===== config.mk =====
export PLATFORM = sky130hd
export DESIGN_NAME = psv_angle
export DESIGN_NICKNAME = d
export VERILOG_FILES = /design/src/rtl/psv_pkg.sv /design/src/rtl/psv_angle.sv
export SDC_FILE = /design/constraint.sdc
export NUM_CORES = 1
export LEC_CHECK = 0
export ABC_AREA = 1
export BUFFER_PORTS_ARGS = -buffer_cell sky130_fd_sc_hd__buf_4
export CAP_MARGIN = 20
export CELL_PAD_IN_SITES_DETAIL_PLACEMENT = 0
export CELL_PAD_IN_SITES_GLOBAL_PLACEMENT = 1
export CORE_MARGIN = 3
export CORE_UTILIZATION = 43
export CTS_CLUSTER_DIAMETER = 80
export DETAILED_ROUTE_END_ITERATION = 16
export GPL_ROUTABILITY_DRIVEN = 0
export PLACE_DENSITY = 0.91
export SETUP_SLACK_MARGIN = 0.2
export SLEW_MARGIN = 10
export SYNTH_ARGS = -nofsm -noshare
export SYNTH_HDL_FRONTEND = slang
export SYNTH_SLANG_ARGS = --single-unit

===== constraint.sdc =====
create_clock -name clock -period 4.8 [get_ports clock]
set_input_delay 0.96 -clock clock [delete_from_list [all_inputs] [get_ports clock]]
set_output_delay 0.96 -clock clock [all_outputs]
set_load 0.02 [all_outputs]

===== src/rtl/psv_pkg.sv =====
`default_nettype none
package psv_pkg;

   localparam int ANGLE_FRAC_BITS     = 8;
   localparam int ZF                  = 20;
   localparam int ANGLE_SHIFT         = ZF - ANGLE_FRAC_BITS;
   localparam int ANGLE_W             = 32;
   localparam int TRIG_W              = 32;
   localparam int CORDIC_W            = 33;
   localparam int ATAN_LEN            = 24;
   localparam int CORDIC_STAGES_DEF   = 16;
   localparam int LANES               = 4;

   localparam int SEG_W    = 17;
   localparam int RADIUS_W = 21;
   localparam int CENTER_W = 22;
   localparam int ROT_W    = 18;
   localparam int COORD_W  = 24;
   localparam int SUM_W    = 30;

   localparam logic [ANGLE_W-1:0] TURN       = ANGLE_W'(360 << ZF);
   localparam logic [ANGLE_W-1:0] HALF_TURN  = ANGLE_W'(180 << ZF);
   localparam logic [ANGLE_W-1:0] QUARTER    = ANGLE_W'(90 << ZF);
   localparam logic [ANGLE_W-1:0] THREE_QTR  = ANGLE_W'(270 << ZF);
   localparam logic [ANGLE_W-1:0] TWO_TURNS  = ANGLE_W'(720 << ZF);
   localparam logic signed [CORDIC_W-1:0] GAIN_Q30 = CORDIC_W'(652032874);

   localparam logic [SEG_W-1:0]    SEG_RESET    = SEG_W'(46080);
   localparam logic [RADIUS_W-1:0] RADIUS_RESET = RADIUS_W'(256);

   typedef enum logic [1:0] {
      REG_SEGMENT = 2'd0,
      REG_RADIUS  = 2'd1,
      REG_CENTER_X = 2'd2,
      REG_CENTER_Y = 2'd3
   } reg_index_type;

   typedef struct packed {
      logic [SEG_W-1:0]           segment_angle;
      logic [RADIUS_W-1:0]        radius;
      logic signed [CENTER_W-1:0] center_x;
      logic signed [CENTER_W-1:0] center_y;
   } cfg_type;

   function automatic logic [ANGLE_W-1:0] atan_entry(input int idx);
      logic [ANGLE_W-1:0] v;
      case (idx)
         0:  v = ANGLE_W'(47185920);
         1:  v = ANGLE_W'(27855475);
         2:  v = ANGLE_W'(14718068);
         3:  v = ANGLE_W'(7471121);
         4:  v = ANGLE_W'(3750058);
         5:  v = ANGLE_W'(1876857);
         6:  v = ANGLE_W'(938658);
         7:  v = ANGLE_W'(469357);
         8:  v = ANGLE_W'(234682);
         9:  v = ANGLE_W'(117342);
         10: v = ANGLE_W'(58671);
         11: v = ANGLE_W'(29335);
         12: v = ANGLE_W'(14668);
         13: v = ANGLE_W'(7334);
         14: v = ANGLE_W'(3667);
         15: v = ANGLE_W'(1833);
         16: v = ANGLE_W'(917);
         17: v = ANGLE_W'(458);
         18: v = ANGLE_W'(229);
         19: v = ANGLE_W'(115);
         20: v = ANGLE_W'(57);
         21: v = ANGLE_W'(29);
         22: v = ANGLE_W'(14);
         23: v = ANGLE_W'(7);
         default: v = '0;
      endcase
      return v;
   endfunction

   function automatic logic signed [COORD_W-1:0] sat_coord(input logic signed [SUM_W-1:0] v);
      logic signed [SUM_W-1:0] hi;
      logic signed [SUM_W-1:0] lo;
      hi = SUM_W'(8388607);
      lo = -SUM_W'(8388608);
      if (v > hi) begin
         return COORD_W'(hi);
      end else if (v < lo) begin
         return COORD_W'(lo);
      end
      return v[COORD_W-1:0];
   endfunction

endpackage
`default_nettype wire


===== src/rtl/psv_angle.sv =====
`default_nettype none
module psv_angle
   import psv_pkg::*;
(
   input  wire logic                        clock,
   input  wire logic                        reset,
   input  wire logic                        in_valid,
   input  wire logic signed [ROT_W-1:0]     rotation,
   input  wire logic [SEG_W-1:0]            segment_angle,
   output logic                             out_valid,
   output logic signed [ANGLE_W-1:0]        z_out [LANES],
   output logic                             neg_out [LANES]
);

   logic                      va_ff, vb_ff, vc_ff;
   logic signed [ANGLE_W-1:0] a_ff [LANES];
   logic [ANGLE_W-1:0]        red_ff [LANES];
   logic [ANGLE_W-1:0]        red_in [LANES];
   logic signed [ANGLE_W-1:0] z_ff [LANES];
   logic signed [ANGLE_W-1:0] z_in [LANES];
   logic                      neg_ff [LANES];
   logic                      neg_in [LANES];
   logic signed [ANGLE_W-1:0] rot_w, seg_w, half_w;

   assign rot_w  = ANGLE_W'(rotation) <<< ANGLE_SHIFT;
   assign seg_w  = $signed(ANGLE_W'(segment_angle) << ANGLE_SHIFT);
   assign half_w = $signed(ANGLE_W'(segment_angle) << (ANGLE_SHIFT - 1));

   always_ff @(posedge clock) begin
      if (reset) begin
         va_ff <= 1'b0;
         vb_ff <= 1'b0;
         vc_ff <= 1'b0;
      end else begin
         va_ff <= in_valid;
         vb_ff <= va_ff;
         vc_ff <= vb_ff;
      end
   end

   always_ff @(posedge clock) begin
      a_ff[0] <= rot_w;
      a_ff[1] <= rot_w + seg_w;
      a_ff[2] <= half_w;
      a_ff[3] <= $signed(HALF_TURN) + rot_w + half_w;
   end

   always_comb begin
      for (int l = 0; l < LANES; l++) begin
         red_in[l] = $unsigned(a_ff[l]) + TWO_TURNS;
         for (int k = 0; k < 4; k++) begin
            if (red_in[l] >= TURN) begin
               red_in[l] = red_in[l] - TURN;
            end
         end
      end
   end

   always_comb begin
      for (int l = 0; l < LANES; l++) begin
         neg_in[l] = 1'b0;
         z_in[l]   = $signed(red_ff[l]);
         if (red_ff[l] > QUARTER && red_ff[l] < THREE_QTR) begin
            z_in[l]   = $signed(red_ff[l] - HALF_TURN);
            neg_in[l] = 1'b1;
         end else if (red_ff[l] >= THREE_QTR) begin
            z_in[l] = $signed(red_ff[l] - TURN);
         end
      end
   end

   always_ff @(posedge clock) begin
      red_ff <= red_in;
      z_ff   <= z_in;
      neg_ff <= neg_in;
   end

   assign out_valid = vc_ff;
   assign z_out     = z_ff;
   assign neg_out   = neg_ff;

endmodule
`default_nettype wire


==> impl_metrics.yaml, run 1 <==
clocking:
  tritoncts: "yes"
  clk_pin_slew_worst_paths_ns: 0.06
  cts_buffers: 27
  worstSkewPairLatency_ns: 0.55
  htree_levels: 1
  hold_buffers: 0
  cts_root_buffer: "clkbuf_16"
  cts_sinks: 243
  ctsLongestPathBuffers: 3
grt:
  grt_antenna_before_repair: 0
  grt_pass1_wl_microns: 51300
  overflow: 0
  grt_max_degree: 17
  grt_pass1_vias: 11020
  grt_usage_pct: 16.95
job:
  drv_cap: 0
drt:
  drt_wl_total_microns: 30750
  wl_met3_microns: 1479
  via_count: 11770
  drc: 0
  final_antenna_net_count: 0
  drt-initial-drc-count: 521
  met2_length_microns: 14140
  highest_layer: "met4"
  post_drt_via_cell_ratio: 4.755
  wire_per_inst_microns: 12.42
  drt-met1-wl_microns: 14540
  dr.pass1.iters: 5
timing:
  final-hold-violation-count: 0
  setup_viol: 0
  slew_headroom_pct: 53.96
  tightest_slew_ns: 0.6861
  slew_violations: 0
  fin_crit_sh_pct: 87.43
  clock.fmax_mhz: 238.3
  final.setup.tns_ns: 0
  min_period_ns: 4.197
  rsz0062_at_grt: "no"
  clock_skew_ns: 0.01641
logic_synthesis:
  mappedNetlistArea_sq_um: 14100
  syn_area_per_cell_sq_um: 7.523
  synth_top_area_share_pct: 34.50
  synth_cells: 1874
  synth.most_common_cell: "nand2_1"
  synth_edf_count: 0
  synth-async-reset-ratio_pct: 0
  synth_flop_cell: "dfxtp_1"
  netlist-cell-type-count: 61
  synth.area.top_cells: "dfxtp_1, nand2_1, ha_1, inv_1, xor2_1"
  ys_seq_elements: 243
  yosys.area.top_type: "dfxtp_1"
  ys_top_cells_by_count: "nand2_1, dfxtp_1, inv_1, nor2_1, ha_1"
  yosysWarnings: 0
  synth-seq-area-share_pct: 34.50
critical_path:
  slowest_delay_ns: 0.37
  cp_max_fo: 12
  cpMostUsedCell: "nand2_1"
  crit_slowest_cell: "dfxtp_2"
  critPathKind: "reg2reg"
  crit_buf_inv: 5
  cp-end-kind: "flip-flop"
  crit_family: "simple AND/OR/NAND/NOR gates"
  crit_arrival_ns: 4.67
  critPathRequiredTime_ns: 5.27
  critPathLaunchType: "flip-flop"
floorplanning:
  start_util_pct: 44.11
  io_pins: 171
  fp-row-count: 65
  dieHeight_microns: 187.1
  die-area_sq_um: 35000
  coreArea_sq_um: 31960
  die_w_microns: 187.1
placement:
  io_buffers: 124
  dp_hpwl_microns: 25040
cells_and_area:
  fin_nets: 2169
  drive_gt1_share_pct: 18.73
  syn_to_final_growth_pct: 16.56
run_status:
  status: "finished, final reports clean"
hold_path:
  hp-class: "reg2reg"
## cell type report
type	instances	area (sq um)
fill	3095	15530
clock inverter	21	269.0
clock buffer	28	689.4
sequential	243	4871
timing repair buffer	130	975.9
multi-input combinational	1360	8110
tap	435	544.3
antenna	1	2.502
inverter	258	970.9
## worst paths after layout
kind	from	endpoint	slack, ns	cells after the start
max	a_ff[0][24]	red_ff[127]	0.60	34
min	red_ff[84]	z_out[84]	0.34	0
max reg2reg	a_ff[0][24]	red_ff[127]	0.60	34
min reg2reg	red_ff[84]	z_out[84]	0.34	0
## state kept, by name (all words and copies together), names as in the netlist
register / flops
a_ff: 74
neg_out: 4
out_valid: 1
red_ff: 81
va_ff: 1
vb_ff: 1
z_out: 81
## cell usage in the layout (no fill, tap or decap), types with 27 or more instances in the layout
cell and count:
xor2_1 85, o21ai_0 54, inv_2 37, conb_1 46, nand2_1 433, nor2_1 125, nand2_2 63, nand3_1 96
dfxtp_1 238, a21oi_1 77, buf_4 130, clkbuf_16 27, nand4_1 46, ha_1 109, inv_1 219
## cells by family (layout without fill, tap and decap cells)
| family | after synthesis | after routing | share of synthesized area [%] |
|---|---|---|---|
| buffers and inverters | 316 | 437 | 10.03 |
| xor gates and xnor gates | 108 | 108 | 6.922 |
| other | 1 | 47 | 0.02660 |
| AOI/OAI and AO/OA | 211 | 211 | 8.680 |
| DFF | 243 | 243 | 34.50 |
| and+or+nand+nor | 884 | 884 | 29.88 |
| adders and majority gates | 111 | 111 | 9.957 |
## layer usage
layer,global-route usage (%),vias up
met4,4.129,0
met1,22.58,5287
met3,2.680,36
li1,-,6238
met5,0,-
met2,28.79,213
## repair_timing
action                     CTS  global route
setup endpoints to repair    4            24
buffers inserted             0             5
pin swaps                    0             6
gates resized for setup      1            35
## stage by stage
step	hold WS, ns	instance area [sq um]	instances	worst slack, ns	util, %
6_report	0.3445	16430	2476	0.6034	51.42
5_1_grt	0.3478	16430	2475	0.1953	51.41
4_1_cts	0.3423	16270	2470	0.2455	50.90
3_5_place_dp	0.3291	15310	2421	0.1511	47.89
3_3_place_gp	0.3311	15310	2421	0.2167	47.89
2_1_floorplan	0.3227	14270	1919	0.8393	-
Power of run 1 is not shown: default switching activity piles up to over one toggle a cycle in this logic, so the estimate is an artifact.
==> run 2, diff against run 1 <==
Settings changed: ABC_AREA 1 to not set, CORE_UTILIZATION 43 to 45, PLACE_DENSITY 0.91 to 0.92.
==> run 2 against run 1 <==
Effect of this change: the flow now finishes with violations (setup timing); routed wire length increased by 20%; maximum frequency fell by 14%; sequential cell count stayed put; final cell count fell by 4.9%; non-clock buffer count grew 163; design area rose by 12%; critical path type unchanged; via count is 10% higher; utilization is 7.9 points higher; critical path depth down 9; hold slack worse by 0.0020 ns.
==> impl_metrics.yaml, run 2 <==
critical_path:
  reg2reg_from: "a_ff[0][24]"
  startpoint: "a_ff[0][24]"
  slowest_delay_ns: 0.38
  critPathKind: "reg2reg"
  endpoint: "red_ff[123]"
  cp-end-kind: "flip-flop"
  critPathRequiredTime_ns: 5.23
  cp_max_fo: 6
  reg2reg_depth: 25
  worstReg2RegEnd: "red_ff[123]"
  critPathLaunchType: "flip-flop"
  r2r_slack_ns: -0.09
  crit_slowest_cell: "or3b_4"
  crit_arrival_ns: 5.32
  cpMostUsedCell: "buf_4"
  crit_buf_inv: 5
  cp_num_cells: 25
  crit_family: "compound AO/OA/AOI/OAI gates"
run_status:
  status: "finished, violations left"
  violations: "setup timing"
grt:
  use_met2_pct: 33.41
  grt_pass1_wl_microns: 57780
  top_usage_layer: "met2"
  use_met1_pct: 26.54
  overflow: 0
  grt_pass1_vias: 12050
  groute.layer.met3.usage_pct: 3.039
  grt_antenna_before_repair: 1
  grt_usage_pct: 20.02
  grt_max_degree: 15
timing:
  min_period_ns: 4.892
  clock_skew_ns: 0.01865
  setup_viol: 6
  slew_headroom_pct: 30.43
  fin_crit_sh_pct: 101.9
  final-hold-violation-count: 0
  final.setup.tns_ns: -0.2875
  worst_slack_ns: -0.09250
  fin_hold_ws_ns: 0.3425
  clock.fmax_mhz: 204.4
  slew_violations: 0
  tightest_slew_ns: 1.039
  rsz0062_at_grt: "yes"
logic_synthesis:
  synth-seq-area-share_pct: 33.90
  synth.most_common_cell: "dfxtp_1"
  syn_area_per_cell_sq_um: 8.682
  yosysWarnings: 0
  ys_top_cells_by_count: "dfxtp_1, nor2_1, a21oi_1, ha_1, nand2_1"
  synth-async-reset-ratio_pct: 0
  netlist-cell-type-count: 110
  ys_seq_elements: 243
  synth.area.top_cells: "dfxtp_1, ha_1, xnor2_1, a21oi_1, nor2_1"
  synth_edf_count: 0
  synth_flop_cell: "dfxtp_1"
  synth_top_area_share_pct: 33.90
  yosys.area.top_type: "dfxtp_1"
  synth_cells: 1653
  mappedNetlistArea_sq_um: 14350
clocking:
  cts_root_buffer: "clkbuf_16"
  ctsLongestPathBuffers: 3
  cts_buffers: 27
  cts_sinks: 243
  clk_pin_slew_worst_paths_ns: 0.06
  tritoncts: "yes"
  htree_levels: 1
  worstSkewPairLatency_ns: 0.54
cells_and_area:
  fin_nets: 2087
  drive_gt1_share_pct: 25.54
  fillerInstances: 2619
  layout_commonest_cell: "buf_4"
  antennaDiodeCount: 0
  syn_to_final_growth_pct: 28.06
  mostFrequentLayoutCells: "buf_4, dfxtp_1, nor2_1"
drt:
  drc: 0
  drt_wl_total_microns: 36770
  post_drt_via_cell_ratio: 5.508
  final_antenna_net_count: 0
  via_count: 12970
  wire_per_inst_microns: 15.62
  dr.pass1.iters: 7
  drt-initial-drc-count: 674
pwr:
  power_frac_seq_pct: 21.1
  swShare_pct: 43.11
  p_int_uw: 8373
  p_per_area_nw_per_um2: 800.9
  comb_power_share_pct: 64.2
  ir_worst_vdd_mv: 0.4206
  clkPwrFrac_pct: 14.6
  netSwitchingPower_uw: 6345
  leakage_uw: 0.008084
floorplanning:
  die-area_sq_um: 34070
  coreArea_sq_um: 30990
  die_w_microns: 184.6
  fp-row-count: 64
  io_pins: 171
  start_util_pct: 46.31
  dieHeight_microns: 184.6
job:
  drv_cap: 0
placement:
  io_buffers: 124
  dp_hpwl_microns: 27690
hold_path:
  hp-class: "reg2reg"
  worstHoldPathCells: 0
-- run 2: cell types whose count changed after synthesis, sizes merged, moves of 32 or more --
cell / delta
nand3: -91
a21oi: +39
nand2: -398
nor2: -32
xnor2: +72
inv: -162
xor2: -45
nand4: -32
-- run 2: per-layer routing --
metal | vias up | wire [microns]
li1 | 6438 | -
met1 | 6043 | 16400
met2 | 402 | 17070
met3 | 81 | 2089
met4 | 2 | 1207
met5 | - | 11
-- run 2: per-stage QoR --
stage / power (uW) / utilization (%) / cells / setup slack, ns / area [sq um]
3_5_place_dp: 11580 / 53.19 / 2259 / -0.2346 / 16480
3_3_place_gp: 11460 / 53.19 / 2259 / -0.03608 / 16480
2_1_floorplan: 9218 / - / 1698 / -0.2327 / 14650
6_report: 14720 / 59.30 / 2354 / -0.09250 / 18380
4_1_cts: 13970 / 57.01 / 2321 / 0.05697 / 17670
5_1_grt: 15860 / 59.30 / 2354 / -0.3479 / 18380
-- run 2: final cells by class --
| cell class | instances | area (sq um) | share of cell area [%] |
|---|---|---|---|
| clock buffer | 41 | 808.3 | 4.398 |
| clock inverter | 8 | 143.9 | 0.7830 |
| inverter | 96 | 360.3 | 1.961 |
| multi-input combinational | 1277 | 9467 | 51.51 |
| sequential | 243 | 4888 | 26.60 |
| tap | 396 | 495.5 | 2.696 |
| timing repair buffer | 293 | 2215 | 12.05 |
-- run 2: logic make-up after synthesis --
group                    Yosys count  synth area share [%]
flip-flops                       243                 33.90
adder cells (fa/ha/maj)          112                 9.852
AO/OA/AOI/OAI                    460                 21.82
buffers and inverters            178                 6.085
XOR/XNOR                         135                 8.344
AND/OR/NAND/NOR                  486                 17.23
other                              1               0.02613
multiplexers                      38                 2.746
-- run 2: worst min-delay path by stage --
stage / startpoint / to / slack, ns
floorplan: red_ff[114] / z_out[114] / 0.32
detailed placement: red_ff[114] / z_out[114] / 0.33
global placement: red_ff[114] / z_out[114] / 0.33
finish: red_ff[51] / z_out[51] / 0.34
global route: red_ff[51] / z_out[51] / 0.35
CTS: red_ff[83] / z_out[83] / 0.34
-- run 2: power by group through the flow --
stage	Sequential, uW	Clock [uW]	Combinational, uW
detailed placement	3140	0	8440
floorplan	3260	0	5960
global placement	3130	0	8330
finish	3110	2150	9460
global route	3180	2270	10400
CTS	3100	2180	8680
-- run 2: timing repair --
action,in CTS,in global routing
pin swaps,17,48
endpoints found under the setup margin,19,32
gates cloned,0,0
buffers inserted,13,32
hold buffers,0,0
gates resized for setup,29,90
No activity file was read; power rests on OpenSTA's default activity.
